$ cat config.mk
export PLATFORM = sky130hd
export DESIGN_NAME = wav_pcm16_stream_parser
export DESIGN_NICKNAME = d
export VERILOG_FILES = /design/src/wps_pkg.sv /design/src/wps_parser.sv /design/src/wps_result_fifo.sv /design/src/wav_pcm16_stream_parser.sv
export SDC_FILE = /design/constraint.sdc
export NUM_CORES = 1
export LEC_CHECK = 0
export BUFFER_PORTS_ARGS = -buffer_cell sky130_fd_sc_hd__buf_2
export CORE_MARGIN = 2
export CORE_UTILIZATION = 45
export CTS_CLUSTER_DIAMETER = 30
export CTS_CLUSTER_SIZE = 8
export DETAILED_ROUTE_END_ITERATION = 12
export HOLD_SLACK_MARGIN = 0.1
export PLACE_DENSITY = 0.71
export SETUP_SLACK_MARGIN = 0.02
export SYNTH_ARGS = -nofsm -noshare
export SYNTH_HDL_FRONTEND = slang
export SYNTH_SLANG_ARGS = --single-unit
$ cat constraint.sdc
create_clock -name clk -period 6.8 [get_ports clk]
set_input_delay 1.36 -clock clk [delete_from_list [all_inputs] [get_ports clk]]
set_output_delay 1.36 -clock clk [all_outputs]
set_load 0.01 [all_outputs]
$ cat src/wps_pkg.sv
// Package for the WAV PCM16 stream parser: word types, status codes, header tags.
// Used by every module of the parser; depends on nothing.
package wps_pkg;

  localparam logic       KIND_SAMPLE = 1'b0;
  localparam logic       KIND_STATUS = 1'b1;

  localparam logic [31:0] RIFF_TAG = 32'h4646_4952;
  localparam logic [31:0] WAVE_TAG = 32'h4556_4157;
  localparam logic [31:0] DATA_TAG = 32'h6174_6164;

  localparam int unsigned FIFO_DEPTH = 4;
  localparam int unsigned FIFO_AW    = $clog2(FIFO_DEPTH);

  typedef enum logic [2:0] {
    ST_OK        = 3'd0,
    ST_SHORT     = 3'd1,
    ST_NO_RIFF   = 3'd2,
    ST_NO_WAVE   = 3'd3,
    ST_NO_DATA   = 3'd4,
    ST_BAD_LEN   = 3'd5,
    ST_TRUNCATED = 3'd6
  } wps_status_t;

  typedef struct packed {
    logic [7:0] byte_value;
    logic       end_of_file;
  } wps_in_t;

  typedef struct packed {
    logic               kind;
    logic signed [15:0] sample;
    wps_status_t        status;
    logic [15:0]        channel_count;
    logic [31:0]        rate_hz;
    logic               final_res;
  } wps_res_t;

  typedef struct packed {
    logic [1:0] count;
    wps_res_t   first;
    wps_res_t   second;
  } wps_push_t;

endpackage

$ cat src/wps_parser.sv
// Header capture, chunk walk and sample pairing for one accepted byte.
// Holds the parse state registers; emits up to two result words. Uses wps_pkg.
module wps_parser import wps_pkg::*; #(
  parameter int POSITION_WIDTH = 32
) (
  input  logic      clk,
  input  logic      rst_n,
  input  logic      accept,
  input  wps_in_t   word,
  output wps_push_t push
);

  localparam logic [POSITION_WIDTH-1:0] POS_MAX = '1;
  localparam logic [POSITION_WIDTH-1:0] P4  = POSITION_WIDTH'(4);
  localparam logic [POSITION_WIDTH-1:0] P8  = POSITION_WIDTH'(8);
  localparam logic [POSITION_WIDTH-1:0] P12 = POSITION_WIDTH'(12);
  localparam logic [POSITION_WIDTH-1:0] P22 = POSITION_WIDTH'(22);
  localparam logic [POSITION_WIDTH-1:0] P23 = POSITION_WIDTH'(23);
  localparam logic [POSITION_WIDTH-1:0] P24 = POSITION_WIDTH'(24);
  localparam logic [POSITION_WIDTH-1:0] P28 = POSITION_WIDTH'(28);
  localparam logic [POSITION_WIDTH-1:0] P43 = POSITION_WIDTH'(43);

  logic [POSITION_WIDTH-1:0] pos_r, pos_nxt;
  logic        riff_bad_r, riff_bad_nxt;
  logic        wave_bad_r, wave_bad_nxt;
  logic [15:0] channels_r, channels_nxt;
  logic [31:0] rate_r, rate_nxt;
  logic [55:0] hdr_shift_r, hdr_shift_nxt;
  logic [2:0]  hdr_fill_r, hdr_fill_nxt;
  logic [32:0] skip_r, skip_nxt;
  logic        data_found_r, data_found_nxt;
  logic        len_bad_r, len_bad_nxt;
  logic [31:0] data_rem_r, data_rem_nxt;
  logic [7:0]  low_hold_r, low_hold_nxt;
  logic        phase_r, phase_nxt;

  logic [63:0] shift_full;
  logic [31:0] chunk_id;
  logic [31:0] chunk_size;
  logic        sample_out;
  wps_res_t    sample_res;
  wps_res_t    status_res;
  wps_status_t status_code;

  assign shift_full = {word.byte_value, hdr_shift_r};
  assign chunk_id   = shift_full[31:0];
  assign chunk_size = shift_full[63:32];

  always_comb begin
    pos_nxt        = pos_r;
    riff_bad_nxt   = riff_bad_r;
    wave_bad_nxt   = wave_bad_r;
    channels_nxt   = channels_r;
    rate_nxt       = rate_r;
    hdr_shift_nxt  = hdr_shift_r;
    hdr_fill_nxt   = hdr_fill_r;
    skip_nxt       = skip_r;
    data_found_nxt = data_found_r;
    len_bad_nxt    = len_bad_r;
    data_rem_nxt   = data_rem_r;
    low_hold_nxt   = low_hold_r;
    phase_nxt      = phase_r;
    sample_out     = 1'b0;
    status_code    = ST_OK;

    if (pos_r < P4) begin
      if (word.byte_value != RIFF_TAG[{pos_r[1:0], 3'b000} +: 8]) begin
        riff_bad_nxt = 1'b1;
      end
    end else if (pos_r >= P8 && pos_r < P12) begin
      if (word.byte_value != WAVE_TAG[{pos_r[1:0], 3'b000} +: 8]) begin
        wave_bad_nxt = 1'b1;
      end
    end else if (pos_r == P22) begin
      channels_nxt[7:0] = word.byte_value;
    end else if (pos_r == P23) begin
      channels_nxt[15:8] = word.byte_value;
    end else if (pos_r >= P24 && pos_r < P28) begin
      rate_nxt[{pos_r[1:0], 3'b000} +: 8] = word.byte_value;
    end

    if (data_found_r) begin
      if (data_rem_r != 32'd0) begin
        data_rem_nxt = data_rem_r - 32'd1;
        if (!phase_r) begin
          low_hold_nxt = word.byte_value;
          phase_nxt    = 1'b1;
        end else begin
          phase_nxt  = 1'b0;
          sample_out = 1'b1;
        end
      end
    end else if (pos_r >= P12) begin
      if (skip_r != 33'd0) begin
        skip_nxt = skip_r - 33'd1;
      end else begin
        hdr_shift_nxt = shift_full[63:8];
        if (hdr_fill_r == 3'd7) begin
          hdr_fill_nxt = 3'd0;
          if (chunk_id == DATA_TAG) begin
            data_found_nxt = 1'b1;
            if (chunk_size == 32'd0 || chunk_size[31]) begin
              len_bad_nxt  = 1'b1;
              data_rem_nxt = 32'd0;
            end else begin
              data_rem_nxt = chunk_size;
            end
          end else begin
            skip_nxt = {1'b0, chunk_size} + {32'd0, chunk_size[0]};
          end
        end else begin
          hdr_fill_nxt = hdr_fill_r + 3'd1;
        end
      end
    end

    if (pos_r != POS_MAX) begin
      pos_nxt = pos_r + 1'b1;
    end

    if (pos_r < P43) begin
      status_code = ST_SHORT;
    end else if (riff_bad_nxt) begin
      status_code = ST_NO_RIFF;
    end else if (wave_bad_nxt) begin
      status_code = ST_NO_WAVE;
    end else if (!data_found_nxt) begin
      status_code = ST_NO_DATA;
    end else if (len_bad_nxt) begin
      status_code = ST_BAD_LEN;
    end else if (data_rem_nxt != 32'd0) begin
      status_code = ST_TRUNCATED;
    end

    sample_res.kind          = KIND_SAMPLE;
    sample_res.sample        = {word.byte_value, low_hold_r};
    sample_res.status        = ST_OK;
    sample_res.channel_count = 16'd0;
    sample_res.rate_hz       = 32'd0;
    sample_res.final_res     = !word.end_of_file;

    status_res.kind          = KIND_STATUS;
    status_res.sample        = 16'sd0;
    status_res.status        = status_code;
    status_res.channel_count = channels_nxt;
    status_res.rate_hz       = rate_nxt;
    status_res.final_res     = 1'b1;

    // start a new file after the final byte
    if (word.end_of_file) begin
      pos_nxt        = '0;
      riff_bad_nxt   = 1'b0;
      wave_bad_nxt   = 1'b0;
      channels_nxt   = 16'd0;
      rate_nxt       = 32'd0;
      hdr_shift_nxt  = 56'd0;
      hdr_fill_nxt   = 3'd0;
      skip_nxt       = 33'd0;
      data_found_nxt = 1'b0;
      len_bad_nxt    = 1'b0;
      data_rem_nxt   = 32'd0;
      low_hold_nxt   = 8'd0;
      phase_nxt      = 1'b0;
    end
  end

  always_comb begin
    push.count  = 2'd0;
    push.first  = sample_out ? sample_res : status_res;
    push.second = status_res;
    if (accept) begin
      push.count = 2'({1'b0, sample_out} + {1'b0, word.end_of_file});
    end
  end

  always_ff @(posedge clk) begin
    if (!rst_n) begin
      pos_r        <= '0;
      riff_bad_r   <= 1'b0;
      wave_bad_r   <= 1'b0;
      channels_r   <= 16'd0;
      rate_r       <= 32'd0;
      hdr_shift_r  <= 56'd0;
      hdr_fill_r   <= 3'd0;
      skip_r       <= 33'd0;
      data_found_r <= 1'b0;
      len_bad_r    <= 1'b0;
      data_rem_r   <= 32'd0;
      low_hold_r   <= 8'd0;
      phase_r      <= 1'b0;
    end else if (accept) begin
      pos_r        <= pos_nxt;
      riff_bad_r   <= riff_bad_nxt;
      wave_bad_r   <= wave_bad_nxt;
      channels_r   <= channels_nxt;
      rate_r       <= rate_nxt;
      hdr_shift_r  <= hdr_shift_nxt;
      hdr_fill_r   <= hdr_fill_nxt;
      skip_r       <= skip_nxt;
      data_found_r <= data_found_nxt;
      len_bad_r    <= len_bad_nxt;
      data_rem_r   <= data_rem_nxt;
      low_hold_r   <= low_hold_nxt;
      phase_r      <= phase_nxt;
    end
  end

endmodule

$ cat src/wps_result_fifo.sv
// Result queue: takes up to two result words a cycle, hands out one a cycle while out_stall is low.
// Uses wps_pkg for the result word and push types.
module wps_result_fifo import wps_pkg::*; (
  input  logic      clk,
  input  logic      rst_n,
  input  wps_push_t push,
  output logic      room_for_two,
  output logic      out_valid,
  input  logic      out_stall,
  output wps_res_t  out_word
);

  wps_res_t mem_r [FIFO_DEPTH];

  logic [FIFO_AW-1:0] wr_ptr_r, wr_ptr_nxt;
  logic [FIFO_AW-1:0] rd_ptr_r, rd_ptr_nxt;
  logic [FIFO_AW:0]   count_r, count_nxt;
  logic               pop;
  logic [FIFO_AW-1:0] wr_ptr_inc;

  assign pop          = out_valid && !out_stall;
  assign out_valid    = count_r != '0;
  assign out_word     = mem_r[rd_ptr_r];
  assign room_for_two = count_r <= (FIFO_AW + 1)'(FIFO_DEPTH - 2);
  assign wr_ptr_inc   = wr_ptr_r + 1'b1;

  always_comb begin
    wr_ptr_nxt = wr_ptr_r + FIFO_AW'(push.count);
    rd_ptr_nxt = rd_ptr_r + FIFO_AW'(pop);
    count_nxt  = count_r + (FIFO_AW + 1)'(push.count) - (FIFO_AW + 1)'(pop);
  end

  always_ff @(posedge clk) begin
    if (push.count != 2'd0) begin
      mem_r[wr_ptr_r] <= push.first;
    end
    if (push.count == 2'd2) begin
      mem_r[wr_ptr_inc] <= push.second;
    end
  end

  always_ff @(posedge clk) begin
    if (!rst_n) begin
      wr_ptr_r <= '0;
      rd_ptr_r <= '0;
      count_r  <= '0;
    end else begin
      wr_ptr_r <= wr_ptr_nxt;
      rd_ptr_r <= rd_ptr_nxt;
      count_r  <= count_nxt;
    end
  end

endmodule

$ cat src/wav_pcm16_stream_parser.sv
// Top level of the WAV PCM16 stream parser: parse stage feeding a result queue.
// Depends on wps_pkg, wps_parser and wps_result_fifo.
//
//   channel | ports                       | word
//   input   | in_valid, in_stall, in_word | wps_in_t  (byte_value, end_of_file)
//   result  | out_valid, out_stall, out_word | wps_res_t (samples, then status)
//
// One byte is taken per cycle while in_stall is low; its results land in the queue at the next edge.
// When the queue is empty, a result reaches the queue head in the cycle after its byte is taken.
// The queue holds four words; in_stall rises while fewer than two slots are free,
// so a byte that yields a sample and a status never overflows it.
// Synchronous active-low reset clears the parse state and empties the queue.
module wav_pcm16_stream_parser import wps_pkg::*; #(
  parameter int POSITION_WIDTH = 32
) (
  input  logic     clk,
  input  logic     rst_n,
  input  logic     in_valid,
  output logic     in_stall,
  input  wps_in_t  in_word,
  output logic     out_valid,
  input  logic     out_stall,
  output wps_res_t out_word
);

  wps_push_t push;
  logic      room_for_two;
  logic      accept;

  assign in_stall = !room_for_two;
  assign accept   = in_valid && room_for_two;

  wps_parser #(
    .POSITION_WIDTH(POSITION_WIDTH)
  ) u_parser (
    .clk   (clk),
    .rst_n (rst_n),
    .accept(accept),
    .word  (in_word),
    .push  (push)
  );

  wps_result_fifo u_fifo (
    .clk         (clk),
    .rst_n       (rst_n),
    .push        (push),
    .room_for_two(room_for_two),
    .out_valid   (out_valid),
    .out_stall   (out_stall),
    .out_word    (out_word)
  );

endmodule
==> run summary, run 1 <==
most used cell, CP -> or4_1
final period utilization -> 80.4%
pwr/cell area -> 420 mW/mm²
Crit path largest cell delay -> 0.92 ns
slowest CP cell -> a211oi_2
DRT Wirelength -> 65.7 mm
met3 Use GR -> 5.23%
syn_area_per_cell -> 10.1 µm²
final antenna-violating net count -> 0
initial antenna violation count -> 7
post-synth top area share -> 25.7%
Final nets -> 2,448
Placed Area -> 0.0248 mm²
async set-or-reset flop fraction in the synthesized netlist -> 0%
Reg2Reg Launch Point -> u_parser.skip_r[16]
Worst Path Max Fanout -> 17
max_cap viols -> 0
Die Y -> 234 µm
Vias -> 18,972
CP Launch Point -> u_parser.skip_r[16]
TritonCTS clock tree -> yes
hold_ws -> 0.444 ns
Hold WC Path Type -> register to register
Place WS -> 1.37 ns
r2r setup slk -> 1.33 ns
area of the multi-input gates -> 0.0111 mm²
hold path cells -> 2
Seq/Total Area, Yosys -> 50.5%
final setup vio count -> 0
routed len/inst -> 20.6 µm
end of the critical path -> u_fifo.mem_r[3][50]
Top FF cell, synth -> dfxtp_1
Synth Instances -> 2,365
Register-to-Register Path Depth -> 11
Worst setup EP type -> register
hold buffer count at CTS -> 0
crit path launch type -> register
DP HPWL -> 40.0 mm
fraction of layout cells with a size suffix above 1 -> 15.2%
WS Path Type -> register to register
core area -> 0.0524 mm²
RSZ-0062 raised after global routing -> no
EDFF count, synth -> 204
Post-Syn Area -> 0.0239 mm²
number of iterations in the first detailed-routing pass -> 6
routability cong. -> 0.933
clock-pin slew of the registers on the worst-case setup and hold paths -> 0.05 ns
GRT overflow -> 0
row count -> 84
CP arrival -> 5.85 ns
gr busiest metal -> met2
Root Buffer -> clkbuf_16
full die area -> 0.0549 mm²
DRT iter0 DRCs -> 1,746
setup_tns -> 0 ns
Slew headroom -> 16.4%
Worst Path Required -> 7.19 ns
Synthesized Nets -> 2,402
final non-filler cell area -> 0.0283 mm²
Buffers & Inverters on Critical Path -> 1
met1 usage -> 29.5%
critical path depth -> 11
Port Buffers -> 83
vias in the first global route -> 18,674
final hold vios -> 0
status -> completed
Sinks on Clock Net -> 500
clk_skew -> 0.0528 ns
met2 Use GR -> 41.3%
Yosys warnings -> 0
Fillers -> 4,380
area leader, netlist -> edfxtp_1
worst path cell trace -> nor4_1 -> nand4b_1 -> or4_1 -> a211oi_2 -> buf_4 -> nor3_1 -> a211o_1 -> or4_1 -> or4_4 -> or2_4 -> a221o_1
Die Wd -> 234 µm
Pleak -> 9.85 nW
Num CTS Buffers -> 104
Fmax achieved -> 0.183 GHz
depth of the CTS H-tree -> 3
Yosys cell types -> 70
Synth Register Bits -> 500
post-layout minimum cycle time -> 5.47 ns
clock latency on the worst-skew pair -> 0.66 ns
# DRC -> 0
slack of the critical path -> 1.33 ns
Area contributors post-synth -> edfxtp_1 26%, dfxtp_1 25%, mux4_2 6.5%, nor2_1 5.3%, a22oi_1 3.5%
gr usage total -> 24.0%
Area Growth Syn to Fin -> 18.7%
vias per inst -> 5.95
FF/Latch Area -> 0.0121 mm²
I/O pin total -> 84
first-pass GRT wire length -> 103 mm
maximum VDD drop -> 0.496 mV
CP delay by family, top -> simple AND/OR/NAND/NOR gates
# resized after CTS -> 0
largest net degree at the start of global routing -> 124
initial core utilization -> 45.5%
Max Root-Sink Buffers -> 3
fin. max-slew vios -> 0
worst-margin pin slew -> 1.25 ns
post-CTS setup buffers -> 0
FF-to-FF End -> u_fifo.mem_r[3][50]
-- cells by family (layout without fill, tap and decap cells) --
family,after synthesis,after routing,share of synthesized area (%)
adder cells (fa/ha/maj),24,24,1.29
multiplexers,92,92,7.48
AND/OR/NAND/NOR,1004,1004,21.1
XOR/XNOR,97,97,3.56
buffers and inverters,212,347,3.38
other,0,2,0
flip-flops,500,500,50.5
AO/OA/AOI/OAI,436,436,12.7
-- registers in the layout, summed over array words and instances (netlist names), 8 cells and up --
register and cells:
u_parser.data_rem_r 32, u_fifo.mem_r 276, u_parser.pos_r 32, u_parser.channels_r 16
u_parser.rate_r 32, u_parser.skip_r 33, u_parser.low_hold_r 8, u_parser.hdr_shift_r 56
-- power breakdown --
group          switching [W]  internal (W)  total, W  leakage [nW]
Combinational        0.00217       0.00125   0.00342          3.83
Sequential          0.000206       0.00328   0.00349          4.31
Clock                0.00161       0.00338   0.00499          1.71
Total                0.00399       0.00791    0.0119          9.85
-- worst min-delay path: stages, from the launching register on --
cell	delay [ns]
dfxtp_1	0.30
nand2_1	0.05
nand2_1	0.04
-- Yosys cell counts (4+ instances only) --
cell type  instances
or2_2              5
nor4_1            38
mux2i_1           23
ha_1              23
a21boi_0          20
and2_1            62
a221o_1            7
nand4_1           24
nor4b_1            9
and4_1             5
xnor2_1           49
dfxtp_1          296
a22o_1            66
a22oi_1          111
nor4bb_1           5
nor3b_1           22
a211o_1            5
a221oi_1           4
a2111oi_0          8
nor3_1            53
o211ai_1           4
nand2_1          180
a211oi_1           8
nand3_1           43
and3_1            28
xor2_1            48
edfxtp_1         204
o21ai_0           87
buf_1             11
clkbuf_1         162
or4_4              4
a31oi_1            4
mux4_2            69
or4_1             11
nand2b_1          10
nor2_1           336
a21oi_1           69
nor2b_1          133
inv_1             35
o21ai_1            8
or3_1             23
o21a_1             6
-- per-stage QoR --
step / util [%] / instances / total power [W]
2_1_floorplan: - / 2365 / 0.00599
3_3_place_gp: 47.2 / 2993 / 0.00679
3_5_place_dp: 47.2 / 2993 / 0.00689
4_1_cts: 54.0 / 3188 / 0.0119
5_1_grt: 54.0 / 3190 / 0.0125
6_report: 54.0 / 3190 / 0.0119
-- metal layers --
layer / vias to the layer above / wire length [µm]
li1: 8697 / -
met1: 9318 / 26100
met2: 796 / 32600
met3: 151 / 5030
met4: 10 / 1900
met5: - / 57
-- placed cells by master, fill, tap and decap left out, drive strengths merged, types with 15 or more instances in the layout --
cell / n
a21boi: 20
a21oi: 69
a22o: 66
a22oi: 111
and2: 62
and3: 28
buf: 116
clkbuf: 144
clkinv: 30
dfxtp: 296
edfxtp: 204
ha: 23
inv: 40
mux2i: 23
mux4: 69
nand2: 180
nand3: 43
nand4: 24
nor2: 337
nor2b: 133
nor3: 53
nor3b: 22
nor4: 40
o21ai: 95
or3: 23
or4: 15
xnor2: 49
xor2: 48
-- layout make-up --
class	instances	area share, %
diodes	2	0.0177
clock buffers	144	10.3
clock inverters	51	2.22
inverters	36	0.477
multi-input cells	1653	39.1
flip-flops and latches	500	42.6
well taps	688	3.04
repair buffers	116	2.35
-- worst min path at each step --
stage | slack [ns] | startpoint | end
finish | 0.44 | u_fifo.mem_r[3][68] | u_fifo.mem_r[3][68]
global route | 0.48 | u_fifo.mem_r[2][68] | u_fifo.mem_r[2][68]
CTS | 0.45 | u_fifo.mem_r[3][68] | u_fifo.mem_r[3][68]
detailed placement | 0.44 | u_fifo.mem_r[3][68] | u_fifo.mem_r[3][68]
global placement | 0.43 | u_fifo.mem_r[3][68] | u_fifo.mem_r[3][68]
floorplan | 0.42 | u_fifo.mem_r[2][68] | u_fifo.mem_r[2][68]
Note: power is estimated with default switching activity, not from simulation.
==> run 2, diff against run 1 <==
PLACE_DENSITY = 0.73   (was 0.71)
clock period = 4.5 ns   (was 6.8 ns; I/O delays follow)
==> run 2 against run 1 <==
Against the previous run: die area unchanged; wire length up 0.94%; worst hold slack better by 0.0096 ns; flip-flop and latch count unchanged; via count up 1.6%; global-route usage about the same; largest cell class unchanged; clock power up 44%; count of clock-buffer cells in the layout up 3.
==> run summary, run 2 (synthesis results as in run 1) <==
WS Path Type -> register to register
core area -> 0.0524 mm² (unchanged)
Max Root-Sink Buffers -> 3 (unchanged)
fraction of layout cells with a size suffix above 1 -> 17.7% (+2.4 points)
vias in the first global route -> 19,074 (+2.1%)
clk_skew -> 0.0401 ns (-0.0128 ns)
final antenna-violating net count -> 0 (unchanged)
CP delay by family, top -> simple AND/OR/NAND/NOR gates
pwr/cell area -> 621 mW/mm² (+48%)
Crit path largest cell delay -> 0.58 ns (-0.34 ns)
crit path launch type -> register
DRT Wirelength -> 66.3 mm (+0.94%)
final setup vio count -> 0 (unchanged)
maximum VDD drop -> 0.562 mV (+13%)
DRT iter0 DRCs -> 1,673 (-4.2%)
P_sw -> 0.00605 W (+52%)
Flop pwr share -> 29.1% (-0.2 points)
initial core utilization -> 45.5% (unchanged)
Worst Path Max Fanout -> 7 (-10)
most used cell, CP -> or4_4
row count -> 84 (unchanged)
gr usage total -> 24.0% (about the same)
Die Y -> 234 µm (unchanged)
Most flops, register -> u_fifo.mem_r
Slew headroom -> 32.2% (+16 points)
clock-pin slew of the registers on the worst-case setup and hold paths -> 0.05 ns (about the same)
DP HPWL -> 41.0 mm (+2.4%)
final period utilization -> 97.1% (+17 points)
Sinks on Clock Net -> 500 (unchanged)
Place WS -> -0.117 ns (-1.49 ns)
number of iterations in the first detailed-routing pass -> 6 (unchanged)
worst path cell trace -> or4_4 -> or4_4 -> or4_4 -> buf_4 -> nand4_1 -> xnor2_1 -> a221o_1 -> nor4_1 -> nand4_1 -> buf_4 -> or2_4 -> a221o_1
Fmax achieved -> 0.229 GHz (+25%)
Root Buffer -> clkbuf_16
final hold vios -> 0 (unchanged)
status -> completed
initial antenna violation count -> 3 (-4)
TritonCTS clock tree -> yes
met2 Use GR -> 40.7% (-0.62 points)
Num CTS Buffers -> 98 (-5.8%)
commonest non-fill, non-tap cells in the layout -> 335 x nor2_1, 293 x dfxtp_1, 204 x edfxtp_1
Port Buffers -> 83 (unchanged)
post-layout minimum cycle time -> 4.37 ns (-1.10 ns)
Sw Ratio -> 33.7% (+0.18 points)
worst-margin pin slew -> 1.01 ns (-0.242 ns)
Hold WC Path Type -> register to register
full die area -> 0.0549 mm² (unchanged)
total design power -> 0.0180 W (+51%)
depth of the CTS H-tree -> 3 (unchanged)
routability cong. -> 0.953 (+2.1%)
Comb pwr share -> 31.0% (+2.2 points)
met3 Use GR -> 4.90% (-0.33 points)
vias per inst -> 5.92 (-0.40%)
routed len/inst -> 20.4 µm (-1.1%)
Worst setup EP type -> register
met1 usage -> 30.0% (+0.46 points)
most common cell after layout, fill and taps aside -> nor2_1
Area Growth Syn to Fin -> 21.2%
max reg flops -> 276 (unchanged)
largest net degree at the start of global routing -> 100 (-19%)
Final nets -> 2,520 (+2.9%)
I/O pin total -> 84 (unchanged)
first-pass GRT wire length -> 104 mm (+0.74%)
Worst Path Required -> 4.88 ns (-2.31 ns)
GRT overflow -> 0 (unchanged)
CP arrival -> 4.75 ns (-1.10 ns)
gr busiest metal -> met2
r2r setup slk -> 0.13 ns (-1.20 ns)
Vias -> 19,281 (+1.6%)
Die Wd -> 234 µm (unchanged)
fin. max-slew vios -> 0 (unchanged)
Clock Power Share -> 40.0% (-1.9 points)
slowest CP cell -> or4_4
Pint -> 0.0119 W (+50%)
Pleak -> 10.2 nW (+3.8%)
clock latency on the worst-skew pair -> 0.65 ns (about the same)
hold buffer count at CTS -> 0 (unchanged)
slack of the critical path -> 0.129 ns (-1.20 ns)
Buffers & Inverters on Critical Path -> 2 (+1)
# DRC -> 0 (unchanged)
max_cap viols -> 0 (unchanged)
RSZ-0062 raised after global routing -> no
largest registers -> u_fifo.mem_r (276), u_parser.hdr_shift_r (56), u_parser.skip_r (33)
Fillers -> 4,320 (-1.4%)
-- run 2: cell types whose count changed in the layout (fill, tap and decap cells not counted), sizes merged --
cell,delta
buf,+78
clkinv,-6
inv,-6
bufinv,-5
clkbuf,+3
clkinvlp,+1
-- run 2: power groups by stage --
stage / logic, W / registers (W) / clock network (W)
final: 0.00556 / 0.00522 / 0.00718
after floorplan: 0.00389 / 0.00517 / 0
after detailed placement: 0.00541 / 0.00529 / 0
after global placement: 0.00530 / 0.00527 / 0
after CTS: 0.00546 / 0.00521 / 0.00725
after global routing: 0.00615 / 0.00525 / 0.00748
-- run 2: final timing paths --
check                    startpoint             endpoint  depth (start not counted)
min             u_fifo.mem_r[3][68]  u_fifo.mem_r[3][68]                          2
max          u_parser.data_rem_r[3]  u_fifo.mem_r[1][50]                         12
min reg2reg     u_fifo.mem_r[3][68]  u_fifo.mem_r[3][68]                          2
max reg2reg  u_parser.data_rem_r[3]  u_fifo.mem_r[1][50]                         12
-- run 2: final cells by class --
| type | instances | area, µm² | share of cell area, % |
|---|---|---|---|
| antenna | 2 | 5.00 | 0.0173 |
| timing repair buffer | 194 | 1390 | 4.82 |
| inverter | 36 | 150 | 0.520 |
| clock buffer | 147 | 2900 | 10.0 |
| clock inverter | 35 | 452 | 1.56 |
| sequential | 500 | 12100 | 41.7 |
| multi-input combinational | 1653 | 11100 | 38.3 |
| tap | 688 | 861 | 2.98 |
-- run 2: worst register-to-register path, delay by kind of cell, from the launching register on --
family	cells	cell delay, ns
buffers and inverters	2	0.38
flip-flops	1	0.36
AO/OA/AOI/OAI	2	0.64
AND/OR/NAND/NOR	7	2.68
XOR/XNOR	1	0.07
-- run 2: through the flow --
stage,util [%],hold WS (ns),instances,cell area [µm²],setup TNS (ns)
2_1_floorplan,-,0.418,2365,23900,0
3_3_place_gp,48.6,0.427,3070,25500,-0.458
3_5_place_dp,48.6,0.445,3070,25500,-0.549
4_1_cts,55.0,0.457,3252,28900,0
5_1_grt,55.1,0.483,3253,28900,0
6_report,55.1,0.454,3255,28900,0
-- run 2: repair_timing --
action                                  CTS  global route
endpoints found under the setup margin    0            25
setup buffers                             0             1
gates resized for setup                   0             4
-- run 2: routing by layer --
layer	routed length, µm	vias up
met5	0	-
met4	2210	0
met3	5160	180
met2	32300	830
met1	26700	9462
li1	-	8809
==> run 3, diff against run 2 <==
CELL_PAD_IN_SITES_DETAIL_PLACEMENT = 0   (was default)
CELL_PAD_IN_SITES_GLOBAL_PLACEMENT = 1   (was default)
PLACE_DENSITY = 0.87   (was 0.73)
==> run 3 against run 2 <==
Against the previous run: non-clock buffer count fell by 2; clock power is 7.7% higher; register-to-register slack about the same; clock skew decreased by 0.0033 ns; critical path depth shrank 2; cell count grew 0.40%; combinational power up 1%; worst hold slack got worse by 0.010 ns; via count shrank 0.71%; flip-flop and latch count is the same; die area did not move; critical endpoint unchanged; highest routed layer unchanged.
==> run summary, run 3 (synthesis results as in run 1) <==
status -> completed
DRT Wirelength -> 66.5 mm (+0.30%)
fin. max-slew vios -> 0 (unchanged)
CP Launch Point -> u_parser.skip_r[13]
area of the multi-input gates -> 0.0111 mm² (about the same)
routed len/inst -> 20.4 µm (-0.10%)
setup_tns -> 0 ns (unchanged)
first-pass GRT wire length -> 104 mm (+0.25%)
routability cong. -> 0.902 (-5.4%)
clock latency on the worst-skew pair -> 0.65 ns (about the same)
vias per inst -> 5.86 (-1.1%)
full die area -> 0.0549 mm² (unchanged)
largest registers -> u_fifo.mem_r (276), u_parser.hdr_shift_r (56), u_parser.skip_r (33)
end of the critical path -> u_fifo.mem_r[1][50]
slowest CP cell -> or4_4
# DRC -> 0 (unchanged)
worst path cell trace -> or4_4 -> nand2b_4 -> or4_4 -> a211oi_4 -> nor3_1 -> a211o_1 -> or4_1 -> or4_4 -> or2_4 -> a221o_1
Final Non-Filler Cells -> 3,268 (+0.40%)
FF/Latch Area -> 0.0121 mm² (about the same)
pwr/cell area -> 636 mW/mm² (+2.4%)
slack of the critical path -> 0.140 ns (+0.0110 ns)
worst-margin pin slew -> 1.11 ns (+0.0991 ns)
Hold WC Path Type -> register to register
most common cell after layout, fill and taps aside -> nor2_1
Sinks on Clock Net -> 500 (unchanged)
Crit path largest cell delay -> 0.57 ns (about the same)
number of iterations in the first detailed-routing pass -> 5 (-1)
gr usage total -> 24.0% (-0.029 points)
TritonCTS clock tree -> yes
Fmax achieved -> 0.229 GHz (+0.25%)
final hold vios -> 0 (unchanged)
Port Buffers -> 83 (unchanged)
Max Root-Sink Buffers -> 3 (unchanged)
Final nets -> 2,527 (+0.28%)
Fillers -> 4,281 (-0.90%)
final antenna-violating net count -> 0 (unchanged)
clk_skew -> 0.0368 ns (-0.00328 ns)
fraction of layout cells with a size suffix above 1 -> 18.6% (+0.91 points)
final period utilization -> 96.9% (-0.24 points)
row count -> 84 (unchanged)
Most flops, register -> u_fifo.mem_r
largest net degree at the start of global routing -> 113 (+13%)
Place WS -> -0.102 ns (+0.0151 ns)
r2r setup slk -> 0.14 ns (about the same)
antenna cells -> 0 (-2)
maximum VDD drop -> 0.839 mV (+49%)
CP arrival -> 4.75 ns (about the same)
DRT iter0 DRCs -> 1,620 (-3.2%)
RSZ-0062 raised after global routing -> no
clock-pin slew of the registers on the worst-case setup and hold paths -> 0.05 ns (about the same)
final core utilization -> 55.7% (+0.60 points)
Pleak -> 10.4 nW (+1.5%)
Die Y -> 234 µm (unchanged)
post-layout minimum cycle time -> 4.36 ns (-0.0110 ns)
initial antenna violation count -> 0 (-3)
Vias -> 19,144 (-0.71%)
WS Path Type -> register to register
Slew headroom -> 25.6% (-6.7 points)
Register-to-Register Path Depth -> 10 (-2)
hold buffer count at CTS -> 0 (unchanged)
core area -> 0.0524 mm² (unchanged)
Worst Path Max Fanout -> 6 (-1)
commonest non-fill, non-tap cells in the layout -> 334 x nor2_1, 292 x dfxtp_1, 204 x edfxtp_1
FF-to-FF End -> u_fifo.mem_r[1][50]
max reg flops -> 276 (unchanged)
most used cell, CP -> or4_4
Placed Cells -> 3,067 (-0.098%)
Root Buffer -> clkbuf_16
vias in the first global route -> 19,098 (+0.13%)
GRT overflow -> 0 (unchanged)
initial core utilization -> 45.5% (unchanged)
max_cap viols -> 0 (unchanged)
Die Wd -> 234 µm (unchanged)
Num CTS Buffers -> 107 (+9.2%)
Worst setup EP type -> register
Area Growth Syn to Fin -> 22.5%
hold_ws -> 0.444 ns (-0.0101 ns)
I/O pin total -> 84 (unchanged)
Worst Path Required -> 4.89 ns (about the same)
depth of the CTS H-tree -> 3 (unchanged)
Reg2Reg Launch Point -> u_parser.skip_r[13]
DP HPWL -> 40.4 mm (-1.4%)
crit path launch type -> register
final setup vio count -> 0 (unchanged)
## run 3: changes by cell type in the layout (fill, tap and decap cells not counted), sizes merged
| cell | previous run | this run |
|---|---|---|
| buf | 194 | 191 |
| bufinv | 6 | 8 |
| clkinvlp | 7 | 9 |
| diode | 2 | 0 |
| clkbuf | 147 | 149 |
| clkinv | 24 | 33 |
| inv | 34 | 37 |
## run 3: worst min path at each step
stage | startpoint | end | slack (ns) | cells past startpoint
3_3_place_gp | u_fifo.mem_r[2][68] | u_fifo.mem_r[2][68] | 0.43 | 2
5_1_grt | u_fifo.mem_r[2][68] | u_fifo.mem_r[2][68] | 0.47 | 2
3_5_place_dp | u_fifo.mem_r[2][68] | u_fifo.mem_r[2][68] | 0.44 | 2
6_report | u_fifo.mem_r[2][68] | u_fifo.mem_r[2][68] | 0.44 | 2
2_1_floorplan | u_fifo.mem_r[2][68] | u_fifo.mem_r[2][68] | 0.42 | 2
4_1_cts | u_fifo.mem_r[2][68] | u_fifo.mem_r[2][68] | 0.44 | 2
## run 3: timing repair
item                                    4_1_cts  5_1_grt
endpoints found under the setup margin        1      190
gates resized for setup                       1        7
gates cloned                                  0        1
endpoints found under the hold margin         0        0
pin swaps                                     0        3
buffers inserted                              0        1
## run 3: cell type report
cell class	count	area share [%]
inverter	36	0.514
clock buffer	148	10.5
multi-input combinational	1653	38.0
clock inverter	51	1.95
timing repair buffer	192	4.82
sequential	500	41.3
tap	688	2.95
## run 3: layer usage
metal / vias to the layer above / GRT usage, % / part of all wire [%]
li1: 8845 / - / -
met5: - / 0 / 0
met3: 150 / 3.64 / 6.1
met2: 670 / 40.3 / 49
met4: 0 / 10.4 / 3.2
met1: 9479 / 30.7 / 42
## run 3: where the power goes
| part | total [W] | switching (W) | internal, W | leakage (nW) |
|---|---|---|---|---|
| registers | 0.00523 | 0.000277 | 0.00495 | 4.35 |
| clock network | 0.00773 | 0.00253 | 0.00521 | 1.79 |
| logic | 0.00563 | 0.00342 | 0.00221 | 4.24 |
| total | 0.0186 | 0.00622 | 0.0124 | 10.4 |
## run 3: stage by stage
step	cell area, µm²	total power (W)
after floorplan	23900	0.00906
after global placement	25500	0.0107
after detailed placement	25500	0.0108
after CTS	29200	0.0186
after global routing	29200	0.0195
final	29200	0.0186
## run 3: worst max-delay path, delay by kind of cell, from the launching register on
family,cells,cell delay [ns]
AO/OA/AOI/OAI,3,1.03
flip-flops,1,0.34
AND/OR/NAND/NOR,7,2.73
